File: src/rtl/ccbb_sqrt.sv
`timescale 1ns / 1ps
// ----------------------------------------------------------------------------
// ccbb_sqrt
// pipelined integer square root, one result bit per stage, rounds down
// ----------------------------------------------------------------------------
module ccbb_sqrt #(
	parameter int RadW = 66,
	parameter int TagW = 8
) (
	input  logic                    clk,
	input  logic                    arst_n,
	input  logic                    en,
	input  logic                    in_valid,
	input  logic [RadW-1:0]         rad,
	input  logic [TagW-1:0]         tag_in,
	output logic                    out_valid,
	output logic [RadW/2-1:0]       root,
	output logic [TagW-1:0]         tag_out
);
	localparam int Steps = RadW / 2;
	localparam int RemW  = Steps + 2;

	logic [RadW-1:0]  x_s [Steps+1];
	logic [RemW-1:0]  r_s [Steps+1];
	logic [Steps-1:0] q_s [Steps+1];
	logic [TagW-1:0]  t_s [Steps+1];
	logic             v_s [Steps+1];

	always_comb begin
		x_s[0] = rad;
		r_s[0] = '0;
		q_s[0] = '0;
		t_s[0] = tag_in;
		v_s[0] = in_valid;
	end

	genvar g;
	generate
		for (g = 0; g < Steps; g++) begin : g_stage
			logic [RemW-1:0] rem_sh;
			logic [RemW-1:0] trial;
			logic [RemW-1:0] rem_n;
			logic [Steps-1:0] q_n;
			always_comb begin
				rem_sh = {r_s[g][RemW-3:0], x_s[g][RadW-1:RadW-2]};
				trial  = {q_s[g], 2'b01};
				if (rem_sh >= trial) begin
					rem_n = rem_sh - trial;
					q_n   = {q_s[g][Steps-2:0], 1'b1};
				end else begin
					rem_n = rem_sh;
					q_n   = {q_s[g][Steps-2:0], 1'b0};
				end
			end
			always_ff @(posedge clk or negedge arst_n) begin
				if (!arst_n) begin
					v_s[g+1] <= 1'b0;
				end else if (en) begin
					v_s[g+1] <= v_s[g];
				end
			end
			always_ff @(posedge clk) begin
				if (en) begin
					x_s[g+1] <= {x_s[g][RadW-3:0], 2'b00};
					r_s[g+1] <= rem_n;
					q_s[g+1] <= q_n;
					t_s[g+1] <= t_s[g];
				end
			end
		end
	endgenerate

	assign out_valid = v_s[Steps];
	assign root      = q_s[Steps];
	assign tag_out   = t_s[Steps];
endmodule

File: config.mk
export PLATFORM = sky130hd
export DESIGN_NAME = ccbb_sqrt
export DESIGN_NICKNAME = d
export VERILOG_FILES = /design/src/rtl/ccbb_sqrt.sv
export SDC_FILE = /design/constraint.sdc
export NUM_CORES = 2
export LEC_CHECK = 0
export ABC_AREA = 0
export BUFFER_PORTS_ARGS = -buffer_cell sky130_fd_sc_hd__buf_2
export CAP_MARGIN = 20
export CORE_UTILIZATION = 35
export CTS_CLUSTER_DIAMETER = 60
export DETAILED_ROUTE_END_ITERATION = 6
export GPL_TIMING_DRIVEN = 0
export SLEW_MARGIN = 30
export SYNTH_ARGS = -nofsm -noshare
export SYNTH_HDL_FRONTEND = slang
export SYNTH_SLANG_ARGS = --single-unit
File: constraint.sdc
create_clock -name clk -period 4 [get_ports clk]
set_clock_uncertainty 0.05 [all_clocks]
set_input_delay 0.4 -clock clk [delete_from_list [all_inputs] [get_ports clk]]
set_output_delay 0.4 -clock clk [all_outputs]
set_load 0.02 [all_outputs]
==> reports/qor.yml <==
multiInputGateArea_mm2: 0.0413
synth-warning-count: 0
core_mm2: 0.373
cap_viol_max_count: 0
worst_skew_pair.late_latency_ns: 0.93
dpl.cell_count: 15000
syn_avg_cell_area_um2: 13.4
max-clock-path-buffers: 4
antenna_left: 0
ys_dominant_reg_cell: "edfxtp_1"
place.detailed.hpwl_um: 200000
totalWireLength_um: 279000
critical_path.slowest_cell: "or4_1"
synth_sequential_area_ratio: 0.662
achievable-frequency_ghz: 0.254
cp_max_fo: 10
gpl.final_weighted_congestion: 0.896
cts.clk_slew.worst_paths_ns: 0.06
tritoncts: "yes"
grt.overflow.total: 0
r2r-end: "g_stage[21].rem_sh[12]"
io_buffer_count: 119
via_per_inst: 4.97
pre_cts_slack_ns: -1.20
routed-via-count: 78000
grt_first_pass_wirelength_um: 437000
net_count_after_synthesis: 10500
ys_seq_elements: 2908
fin_worst_hold_slack_ns: 0.0886
drt_pass1_iterations: 5
routed-wl-met3_um: 11000
status: "completed"
reg2reg_slack_ns: 0.07
hold_path.class: "in2reg"
via_count_of_the_first_global_routing_pass: 78600
cp.arrival_ns: 4.47
hold-path-cell-count: 2
number_of_enable_type_register_cells_in_the_synthesized_netlist: 2875
critPathRequiredTime_ns: 4.53
start_kind: "register"
grt_antenna_before_repair: 2
hold-path-endpoint: "g_stage[15].trial[7]"
drc: 0
ys_async_sr_fraction: 0.0113
initial_core_util: 0.353
cts_inserted_buffers: 351
fp.dieH_um: 615
slew_headroom: 0.341
worst_hold_startpoint: "en"
clock_sinks: 2908
syn_inst: 9846
layout_worst_path_cycle_share: 0.983
power_density_mw_per_mm2: 596
die_width_um: 615
crit_path_cell_trace: "ha_1, o21a_1, or4_1, a311oi_1, a21oi_1, a311o_1, a41oi_4, buf_12, clkbuf_1, o21ai_0"
crit_type: "reg2reg"
rows: 224
number_of_different_library_cells_in_the_post_synthesis_netlist: 97
setup_viol: 0
fin_ws_ns: 0.0671
wire_per_inst_um: 17.8
report.final.slew_viol_count: 0
io-pin-count: 120
htreeDepth: 5
grt_max_degree: 133
syn_area_mm2: 0.132
die-area_mm2: 0.379
hold_viol_final: 0
max_stage_delay_ns: 0.50
design.final.nets: 11100
final_cells: 15700
worst_r2r_startpoint: "g_stage[20].rem_sh[2]"
total_routing_resource_utilization_after_global_routing: 0.143
layout-drive-gt1-share: 0.0997
route.met2.wl_um: 137000
syn_to_final_growth_pct: 15.7
reg2regPathDepth: 10
power.ir.vdd_worst_v: 0.000395
met1_length_um: 119000
drt_first_iter_violations: 5689
highest_routed_layer: "met4"
clock-root-buffer: "clkbuf_16"
fillCellCount: 34500
sequential_cell_area_mm2: 0.0872
rsz0062_at_grt: "yes"
finalCriticalPeriod_ns: 3.93
cellLeakagePower_nw: 57.5
crit_path_end_kind: "register"
max_slew.worst_pin.slew_ns: 0.974
report_power, final:
group | leakage [nW] | switching (W) | total [W] | internal (W)
combinational | 23.7 | 0.0108 | 0.0184 | 0.00762
clock | 5.59 | 0.0129 | 0.0315 | 0.0185
sequential | 28.1 | 0.00245 | 0.0409 | 0.0384
registers in the layout, summed over array words and instances (netlist names):
register,cells
x_s,992
g_stage.rem_sh,1058
root,33
g_stage.trial,528
v_s,32
out_valid,1
t_s,256
tag_out,8
logic make-up after synthesis:
family,share of synthesized area
fa+ha+maj,0.0568
other cells,0.0000285
xor+xnor,0.0544
compound gates,0.0940
buf+inv,0.0276
simple gates,0.0901
flops,0.662
mux,0.0150
metal layers:
layer / track usage / up-vias
li1: - / 37900
met4: 0.0601 / 0
met2: 0.251 / 1679
met3: 0.0187 / 621
met1: 0.177 / 37900
met5: 0 / -
timing repair:
action,CTS,global route
pin swaps,7,6
resized for setup,72,105
endpoints found under the setup margin,402,397
gates cloned,0,0
buffers inserted,9,8
hold endpoints to repair,213,0
hold buffers,80,0
worst max-delay path by stage:
| stage | startpoint | end | cells after the start |
|---|---|---|---|
| final | g_stage[20].rem_sh[2] | g_stage[21].rem_sh[12] | 10 |
| after global routing | g_stage[15].rem_sh[2] | g_stage[16].rem_sh[28] | 11 |
| after CTS | g_stage[9].rem_sh[14] | g_stage[10].rem_sh[8] | 10 |
| after detailed placement | g_stage[30].trial[14] | g_stage[31].rem_sh[28] | 13 |
| after global placement | en | x_s[1419] | 1 |
| after floorplan | g_stage[31].rem_sh[24] | g_stage[32].rem_sh[26] | 11 |
final cells by class:
cell class	instances	area share
antenna	2	0.0000329
buffer	197	0.00571
clock buffer	415	0.0597
clock inverter	230	0.0164
inverter	756	0.0187
multi-input combinational	5981	0.271
sequential	2908	0.572
tap	4972	0.0409
timing repair buffer	240	0.0148
layout by cell type (no fill, tap or decap), types with 159 or more instances in the layout:
cell and count:
clkbuf_16 354, a21oi_1 595, ha_1 598, xnor2_1 405
mux2_2 159, a21o_1 297, clkbuf_1 187, nor2_1 638
nand2_1 590, xor2_1 411, nor3_1 209, edfxtp_1 2875
inv_1 749, o21ai_0 487, nand3_1 162
Yosys cell counts, types with 44 or more instances:
master,number,area share
o21ai_0,488,0.019
nor3_1,211,0.0080
a31oi_1,53,0.0025
o31ai_1,44,0.0025
inv_1,749,0.021
nor2b_1,86,0.0041
edfxtp_1,2875,0.66
or3_1,89,0.0042
or4_1,66,0.0038
nand2b_1,101,0.0048
a21o_1,297,0.017
nand4_1,109,0.0052
clkbuf_1,176,0.0050
nand2_1,592,0.017
mux2_2,159,0.014
a211oi_1,44,0.0025
nor2_1,643,0.018
ha_1,598,0.057
a21oi_1,599,0.023
nor4_1,114,0.0054
xor2_1,412,0.027
xnor2_1,405,0.027
nand3_1,163,0.0062
o21bai_1,52,0.0030
o21a_1,120,0.0068
critical path, delay by kind of cell (launching register included):
kind	cells	cell delay, ns
AOI/OAI and AO/OA	6	1.68
buffers and inverters	2	0.54
DFF	1	0.45
adders and majority gates	1	0.38
and+or+nand+nor	1	0.50
stage by stage:
stage	util	TNS (ns)	instance area (um2)	total power, W
after global placement	0.371	-	138000	0.0592
after global routing	0.408	-0.0908	152000	0.0955
after floorplan	-	0	132000	0.0535
after CTS	0.407	-0.0698	152000	0.0920
final	0.408	0	152000	0.0907
after detailed placement	0.373	-234.75	139000	0.0596
Power figures use the tool's default switching activity.
